==> src/tgp_pkg.sv <==
// Shared constants and types of the trilinear grid prolongation block.
package tgp_pkg;

   // Defaults of the top-level parameters
   localparam int DEF_MAX_SIDE   = 64;
   localparam int DEF_VALUE_BITS = 32;
   localparam int GHOST_LAYERS   = 1;

   // Fixed port widths
   localparam int SIZE_BITS      = 7;
   localparam int COORD_BITS     = 8;
   localparam int PORT_VALUE_BITS = 32;
   localparam int WIDE_BITS      = 64;
   localparam int CSR_INDEX_BITS = 2;

   // Register indexes
   localparam logic [CSR_INDEX_BITS-1:0] CSR_SIZE_X = 2'd0;
   localparam logic [CSR_INDEX_BITS-1:0] CSR_SIZE_Y = 2'd1;
   localparam logic [CSR_INDEX_BITS-1:0] CSR_SIZE_Z = 2'd2;
   localparam logic [SIZE_BITS-1:0]      SIZE_RESET = 7'd8;

   // Taps of one coarse cell handed from fetch to emit (c111 only enters the
   // previous-plane sum)
   localparam int TAP_000  = 0;
   localparam int TAP_001  = 1;
   localparam int TAP_010  = 2;
   localparam int TAP_011  = 3;
   localparam int TAP_100  = 4;
   localparam int TAP_101  = 5;
   localparam int TAP_110  = 6;
   localparam int NUM_TAPS = 7;

   // Order of the eight results of one coarse cell
   localparam logic [2:0] RES_COPY     = 3'd0;
   localparam logic [2:0] RES_MEAN_Z   = 3'd1;
   localparam logic [2:0] RES_MEAN_Y   = 3'd2;
   localparam logic [2:0] RES_MEAN_X   = 3'd3;
   localparam logic [2:0] RES_MEAN_YZ  = 3'd4;
   localparam logic [2:0] RES_MEAN_XZ  = 3'd5;
   localparam logic [2:0] RES_MEAN_XY  = 3'd6;
   localparam logic [2:0] RES_MEAN_XYZ = 3'd7;

   // Clamped grid size in coarse cells per axis
   typedef struct packed {
      logic [SIZE_BITS-1:0] x;
      logic [SIZE_BITS-1:0] y;
      logic [SIZE_BITS-1:0] z;
   } grid_size_type;

   // Per-cell control handed from fetch to emit
   typedef struct packed {
      logic [COORD_BITS-1:0] fine_x;
      logic [COORD_BITS-1:0] fine_y;
      logic [COORD_BITS-1:0] fine_z;
      logic                  grid_end;
   } cell_ctrl_type;

endpackage

==> src/tgp_emit.sv <==
// Emission of the eight fine values of one coarse cell through an output register.
module tgp_emit #(
   parameter int VALUE_BITS = tgp_pkg::DEF_VALUE_BITS
) (
   input  logic                                  clock,
   input  logic                                  reset,
   input  logic                                  cell_valid,
   output logic                                  cell_take,
   input  logic [tgp_pkg::NUM_TAPS-1:0][VALUE_BITS-1:0] cell_taps,
   input  logic signed [VALUE_BITS+1:0]          cell_prev_sum,
   input  tgp_pkg::cell_ctrl_type                cell_ctrl,
   output logic                                  rsp_valid,
   input  logic                                  rsp_stall,
   output logic signed [tgp_pkg::PORT_VALUE_BITS-1:0] rsp_fine_value,
   output logic [tgp_pkg::COORD_BITS-1:0]        rsp_fine_x,
   output logic [tgp_pkg::COORD_BITS-1:0]        rsp_fine_y,
   output logic [tgp_pkg::COORD_BITS-1:0]        rsp_fine_z,
   output logic                                  rsp_cell_last,
   output logic                                  rsp_grid_done
);

   localparam int SUM_BITS = VALUE_BITS + 3;
   localparam int CB       = tgp_pkg::COORD_BITS;

   logic                 busy_ff, busy_in;
   logic [2:0]           k_ff, k_in;
   logic [tgp_pkg::NUM_TAPS-1:0][VALUE_BITS-1:0] taps_ff, taps_in;
   logic signed [VALUE_BITS+1:0] pp_ff, pp_in;
   tgp_pkg::cell_ctrl_type       ctrl_ff, ctrl_in;
   logic signed [SUM_BITS-1:0]   pz_ff, pz_in, py_ff, py_in, q4_ff, q4_in;

   logic                 rsp_valid_ff, rsp_valid_in;
   logic [tgp_pkg::PORT_VALUE_BITS-1:0] rsp_value_ff, rsp_value_in;
   logic [CB-1:0]        rsp_x_ff, rsp_x_in, rsp_y_ff, rsp_y_in, rsp_z_ff, rsp_z_in;
   logic                 rsp_last_ff, rsp_last_in, rsp_done_ff, rsp_done_in;

   logic                 out_load;
   logic                 at_last;
   logic signed [SUM_BITS-1:0] t000, t001, t010, t011, t100, t101, t110, tpp;
   logic signed [SUM_BITS-1:0] op_a, op_b, op_c, sum;
   logic [1:0]           shift;
   logic signed [SUM_BITS-1:0] shifted;
   logic [VALUE_BITS-1:0] mean;
   logic [tgp_pkg::WIDE_BITS-1:0] mean_wide;
   logic [CB-1:0]        fx, fy, fz, fxm, fym, fzm;

   assign out_load  = busy_ff && (!rsp_valid_ff || !rsp_stall);
   assign at_last   = (k_ff == tgp_pkg::RES_MEAN_XYZ);
   assign cell_take = cell_valid && (!busy_ff || (out_load && at_last));

   assign t000 = SUM_BITS'($signed(taps_ff[tgp_pkg::TAP_000]));
   assign t001 = SUM_BITS'($signed(taps_ff[tgp_pkg::TAP_001]));
   assign t010 = SUM_BITS'($signed(taps_ff[tgp_pkg::TAP_010]));
   assign t011 = SUM_BITS'($signed(taps_ff[tgp_pkg::TAP_011]));
   assign t100 = SUM_BITS'($signed(taps_ff[tgp_pkg::TAP_100]));
   assign t101 = SUM_BITS'($signed(taps_ff[tgp_pkg::TAP_101]));
   assign t110 = SUM_BITS'($signed(taps_ff[tgp_pkg::TAP_110]));
   assign tpp  = SUM_BITS'(pp_ff);

   assign fx  = ctrl_ff.fine_x;
   assign fy  = ctrl_ff.fine_y;
   assign fz  = ctrl_ff.fine_z;
   assign fxm = fx - CB'(1);
   assign fym = fy - CB'(1);
   assign fzm = fz - CB'(1);

   // Select the operands, shift and coordinates of the current result;
   // the wider means reuse the pair sums saved on earlier results
   always_comb begin
      op_a        = t000;
      op_b        = '0;
      op_c        = '0;
      shift       = 2'd0;
      rsp_x_in    = fx;
      rsp_y_in    = fy;
      rsp_z_in    = fz;
      rsp_last_in = 1'b0;
      rsp_done_in = 1'b0;
      unique case (k_ff)
         tgp_pkg::RES_COPY: begin
            op_a = t000;
         end
         tgp_pkg::RES_MEAN_Z: begin
            op_b     = t001;
            shift    = 2'd1;
            rsp_z_in = fzm;
         end
         tgp_pkg::RES_MEAN_Y: begin
            op_b     = t010;
            shift    = 2'd1;
            rsp_y_in = fym;
         end
         tgp_pkg::RES_MEAN_X: begin
            op_b     = t100;
            shift    = 2'd1;
            rsp_x_in = fxm;
         end
         tgp_pkg::RES_MEAN_YZ: begin
            op_a     = pz_ff;
            op_b     = t010;
            op_c     = t011;
            shift    = 2'd2;
            rsp_y_in = fym;
            rsp_z_in = fzm;
         end
         tgp_pkg::RES_MEAN_XZ: begin
            op_a     = pz_ff;
            op_b     = t100;
            op_c     = t101;
            shift    = 2'd2;
            rsp_x_in = fxm;
            rsp_z_in = fzm;
         end
         tgp_pkg::RES_MEAN_XY: begin
            op_a     = py_ff;
            op_b     = t100;
            op_c     = t110;
            shift    = 2'd2;
            rsp_x_in = fxm;
            rsp_y_in = fym;
         end
         tgp_pkg::RES_MEAN_XYZ: begin
            op_a        = q4_ff;
            op_b        = tpp;
            shift       = 2'd3;
            rsp_x_in    = fxm;
            rsp_y_in    = fym;
            rsp_z_in    = fzm;
            rsp_last_in = 1'b1;
            rsp_done_in = ctrl_ff.grid_end;
         end
         default: begin
            op_a = t000;
         end
      endcase
   end

   // Exact sum, then floor by arithmetic shift
   assign sum          = op_a + op_b + op_c;
   assign shifted      = sum >>> shift;
   assign mean         = shifted[VALUE_BITS-1:0];
   assign mean_wide    = tgp_pkg::WIDE_BITS'(mean);
   assign rsp_value_in = mean_wide[tgp_pkg::PORT_VALUE_BITS-1:0];

   // Keep the partial sums for the wider means
   always_comb begin
      pz_in = pz_ff;
      py_in = py_ff;
      q4_in = q4_ff;
      if (out_load) begin
         if (k_ff == tgp_pkg::RES_MEAN_Z) begin
            pz_in = sum;
         end
         if (k_ff == tgp_pkg::RES_MEAN_Y) begin
            py_in = sum;
         end
         if (k_ff == tgp_pkg::RES_MEAN_YZ) begin
            q4_in = sum;
         end
      end
   end

   // Take a new cell when idle or as the last result of the current one leaves
   always_comb begin
      busy_in = busy_ff;
      k_in    = k_ff;
      taps_in = taps_ff;
      pp_in   = pp_ff;
      ctrl_in = ctrl_ff;
      if (cell_take) begin
         busy_in = 1'b1;
         k_in    = tgp_pkg::RES_COPY;
         taps_in = cell_taps;
         pp_in   = cell_prev_sum;
         ctrl_in = cell_ctrl;
      end else if (out_load) begin
         k_in = k_ff + 3'd1;
         if (at_last) begin
            busy_in = 1'b0;
         end
      end
   end

   // Output register: load a result, drop it once taken
   always_comb begin
      rsp_valid_in = rsp_valid_ff;
      if (out_load) begin
         rsp_valid_in = 1'b1;
      end else if (!rsp_stall) begin
         rsp_valid_in = 1'b0;
      end
   end

   always_ff @(posedge clock) begin
      if (reset) begin
         busy_ff      <= 1'b0;
         k_ff         <= tgp_pkg::RES_COPY;
         rsp_valid_ff <= 1'b0;
      end else begin
         busy_ff      <= busy_in;
         k_ff         <= k_in;
         rsp_valid_ff <= rsp_valid_in;
      end
   end

   always_ff @(posedge clock) begin
      taps_ff <= taps_in;
      pp_ff   <= pp_in;
      ctrl_ff <= ctrl_in;
      pz_ff   <= pz_in;
      py_ff   <= py_in;
      q4_ff   <= q4_in;
      if (out_load) begin
         rsp_value_ff <= rsp_value_in;
         rsp_x_ff     <= rsp_x_in;
         rsp_y_ff     <= rsp_y_in;
         rsp_z_ff     <= rsp_z_in;
         rsp_last_ff  <= rsp_last_in;
         rsp_done_ff  <= rsp_done_in;
      end
   end

   assign rsp_valid      = rsp_valid_ff;
   assign rsp_fine_value = rsp_value_ff;
   assign rsp_fine_x     = rsp_x_ff;
   assign rsp_fine_y     = rsp_y_ff;
   assign rsp_fine_z     = rsp_z_ff;
   assign rsp_cell_last  = rsp_last_ff;
   assign rsp_grid_done  = rsp_done_ff;

`ifndef SYNTHESIS
   // Going idle happens only right after the eighth result of a cell loads
   a_idle_after_last: assert property (@(posedge clock) disable iff (reset)
      $fell(busy_ff) |-> rsp_valid_ff && rsp_last_ff)
      else $error("emitter went idle before the last result of a cell");

   // End of grid is flagged only on the last result of a cell
   a_done_on_last: assert property (@(posedge clock) disable iff (reset)
      rsp_valid_ff && rsp_done_ff |-> rsp_last_ff)
      else $error("grid end flagged on a result that does not close a cell");
`endif

endmodule
==> config.mk <==
export PLATFORM = sky130hd
export DESIGN_NAME = tgp_emit
export DESIGN_NICKNAME = d
export VERILOG_FILES = /design/src/tgp_pkg.sv /design/src/tgp_emit.sv
export SDC_FILE = /design/constraint.sdc
export NUM_CORES = 1
export LEC_CHECK = 0
export ABC_CLOCK_PERIOD_IN_PS = 47000
export BUFFER_PORTS_ARGS = -buffer_cell sky130_fd_sc_hd__buf_2
export CORE_UTILIZATION = 48
export CTS_BUF_LIST = sky130_fd_sc_hd__clkbuf_4 sky130_fd_sc_hd__clkbuf_8
export CTS_CLUSTER_DIAMETER = 80
export DETAILED_ROUTE_END_ITERATION = 6
export PLACE_DENSITY_LB_ADDON = 0.1
export SETUP_SLACK_MARGIN = 0.4
export SYNTH_ARGS = -nofsm -noshare
export SYNTH_HDL_FRONTEND = slang
export SYNTH_SLANG_ARGS = --single-unit
==> constraint.sdc <==
create_clock -name clock -period 47 [get_ports clock]
set_input_delay 4.7 -clock clock [delete_from_list [all_inputs] [get_ports clock]]
set_output_delay 4.7 -clock clock [all_outputs]
set_load 0.1 [all_outputs]
==> impl_metrics.ini <==
[sta]
setup_violations = 0
fmax_mhz = 95.1
worst_pin_slew_ns = 1.04
report.final.slew_viol_count = 0
period_needed_ns = 10.51
relSlewSlack_pct = 30.9
worst_slack_ns = 36.49
hold_violations = 0
tns_ns = 0
rsz0062_at_grt = no
timing.final.crit_share_pct = 22.4
finClkSkew_ns = 0.0359

[global_route]
grt_pass1_vias = 12700
antenna_found_initial = 16
met3_usage_pct = 6.60
top_usage_layer = met2
grt_pass1_wl_um = 70500
grt_usage_pct = 22.4
overflow = 0
grt.met1_usage_pct = 30.5
grt_max_degree = 185
grtUsageMet2_pct = 34.5

[synth]
async_reset_ff_share_pct = 0
synthFlopType = edfxtp_1
synth_seq_cells = 451
yosys_warnings = 0
synth-edff-count = 446
syn_area_sq_um = 19800
synth_area_per_cell_sq_um = 14.8
ys_seq_area_share_pct = 68.2
synth_nets = 1704
yosysUniqueCellTypes = 70
syn_inst = 1339

[pwr]
comb_power_share_pct = 21.9
leakage_nw = 9.10
pwr-share-seq_pct = 47.1
total_power_w = 0.00105
p_clk_share_pct = 31.0
cellInternalPower_w = 0.000729
netSwitchingFraction_pct = 30.4
powerDensity_nw_per_um2 = 44.6
power.switching_w = 0.000318
vdd_drop_max_v = 0.0000249

[routing]
vias_per_cell = 5.49
drc = 0
wl_per_cell_um = 20.5
drt_wl_total_um = 47100
firstDrtPassIters = 6
ant_nets = 0
vias = 12600
drt_iter0_markers = 987

[final_layout]
drive_gt1_share_pct = 29.1
num-nets-final = 2077
mostFrequentLayoutCells = 446 x edfxtp_1, 346 x buf_2, 91 x nand2_1
syn2layout_area_growth_pct = 18.7
fin_cells = 2298
nFillCells = 3452
mostFrequentLayoutCell = edfxtp_1

[floorplan]
start_util_pct = 48.6
fp.dieH_um = 205
core_area_sq_um = 40700
die_w_um = 205
ios = 347
rows = 74
dieArea_sq_um = 42000

[clocking]
cts_tree = yes
clock_sinks = 451
cts_made_buffers = 76
insertion_delay_ns = 0.63
post-cts-setup-buffer-count = 0
clockBufferDepth = 3
cts_hold_buf = 0
ctsResizeCount = 0
clkTransAtPathRegs_ns = 0.05
cts_root_buffer = clkbuf_8
htree_levels = 3

[placed_design]
dp_slack_ns = 36.51
gp_congestion = 0.865
port_buffers = 346
hpwl_um = 33000
post-place-cells = 2166

[worst_setup_path]
cp.arrival_ns = 5.81
worstSetupPathType = input port to primary output
startpoint_type = input port
crit_required_ns = 42.30
r2r_slack_ns = 40.37
end_kind = primary output
crit_path_max_fanout = 4

[run]
cap_violations = 0

[worst_hold_path]
hp-class = flip-flop to flip-flop

[run_status]
status = finished clean
[final timing paths]
check,start,endpoint,depth (start not counted)
worst max register to register,k_ff[0],rsp_fine_value[27],17
worst min-delay path,rsp_valid,rsp_valid,2
worst max-delay path,rsp_stall,cell_take,5
worst min register to register,rsp_valid,rsp_valid,2
[power groups by stage]
stage / Sequential, W / Clock [W] / Combinational (W)
after floorplan: 0.000559 / 0 / 0.000117
after global placement: 0.000500 / 0 / 0.000226
after detailed placement: 0.000501 / 0 / 0.000229
after CTS: 0.000493 / 0.000334 / 0.000230
after global routing: 0.000495 / 0.000351 / 0.000250
final: 0.000493 / 0.000325 / 0.000229
[critical path, cell delays in order]
cell and delay (ns):
buf_2 0.10, nand2_1 0.10, nand2_1 0.11, a21oi_4 0.31, buf_2 0.48
[area by class of cell]
type	instances	area, sq um	share of cell area, %
clock buffer	108	1320	5.61
tap	532	666	2.84
clock inverter	19	77.6	0.330
antenna	5	12.5	0.0533
timing repair buffer	366	1890	8.07
sequential	451	13500	57.5
multi-input combinational	730	5690	24.2
inverter	87	327	1.39
[flip-flops by register name (all words and copies together), names as in the netlist, 3 cells and up]
name	flops
fx	8
t100	32
t110	32
rsp_fine_z	8
k_ff	3
pz_ff	35
t001	32
rsp_fine_y	8
t011	32
fy	8
py_ff	35
t000	32
rsp_fine_x	8
rsp_fine_value	32
q4_ff	35
fz	8
t010	32
pp_ff	34
t101	32
[layer usage]
metal	vias to the layer above	wire, um	share of wire [%]
met5	-	131	0.28
met4	22	871	1.8
met3	79	3760	8.0
met2	444	21400	45
met1	6110	20900	44
li1	5952	-	-
[cell usage after synthesis, drive strengths merged, types with 5 or more instances]
cell | instances | area share, %
edfxtp | 446 | 68
a21oi | 95 | 2.5
nand2 | 91 | 1.7
inv | 87 | 1.7
a222oi | 66 | 3.3
o21ai | 64 | 1.6
clkbuf | 56 | 1.1
nor2 | 51 | 0.97
ha | 43 | 2.7
mux2i | 40 | 2.0
fa | 35 | 3.5
a32o | 31 | 1.6
a21boi | 30 | 1.2
xnor2 | 25 | 1.1
xor2 | 25 | 1.1
buf | 15 | 0.57
nor3 | 12 | 0.35
a21o | 11 | 0.42
a211oi | 10 | 0.47
a31oi | 8 | 0.25
and2 | 8 | 0.27
o211ai | 8 | 0.33
nand3 | 7 | 0.18
nor4 | 7 | 0.22
a22oi | 6 | 0.23
nand4 | 6 | 0.19
and3 | 5 | 0.16
dfxtp | 5 | 0.51
or3 | 5 | 0.18
or4 | 5 | 0.19
[cell families after synthesis]
family                     share of synthesized area, %
AOI/OAI and AO/OA                                  13.0
xor gates and xnor gates                           2.25
adders and majority gates                          6.26
buffers and inverters                              3.28
DFF                                                68.2
muxes                                              2.25
and+or+nand+nor                                    4.78
[metrics by stage]
stage          hold WS (ns)  util [%]  instance area (sq um)
2_1_floorplan         0.468         -                  19800
3_3_place_gp          0.498      54.2                  22100
3_5_place_dp          0.512      54.2                  22100
4_1_cts               0.525      57.6                  23500
5_1_grt               0.551      57.6                  23500
6_report              0.524      57.6                  23500
No activity file was read; power rests on OpenSTA's default activity.
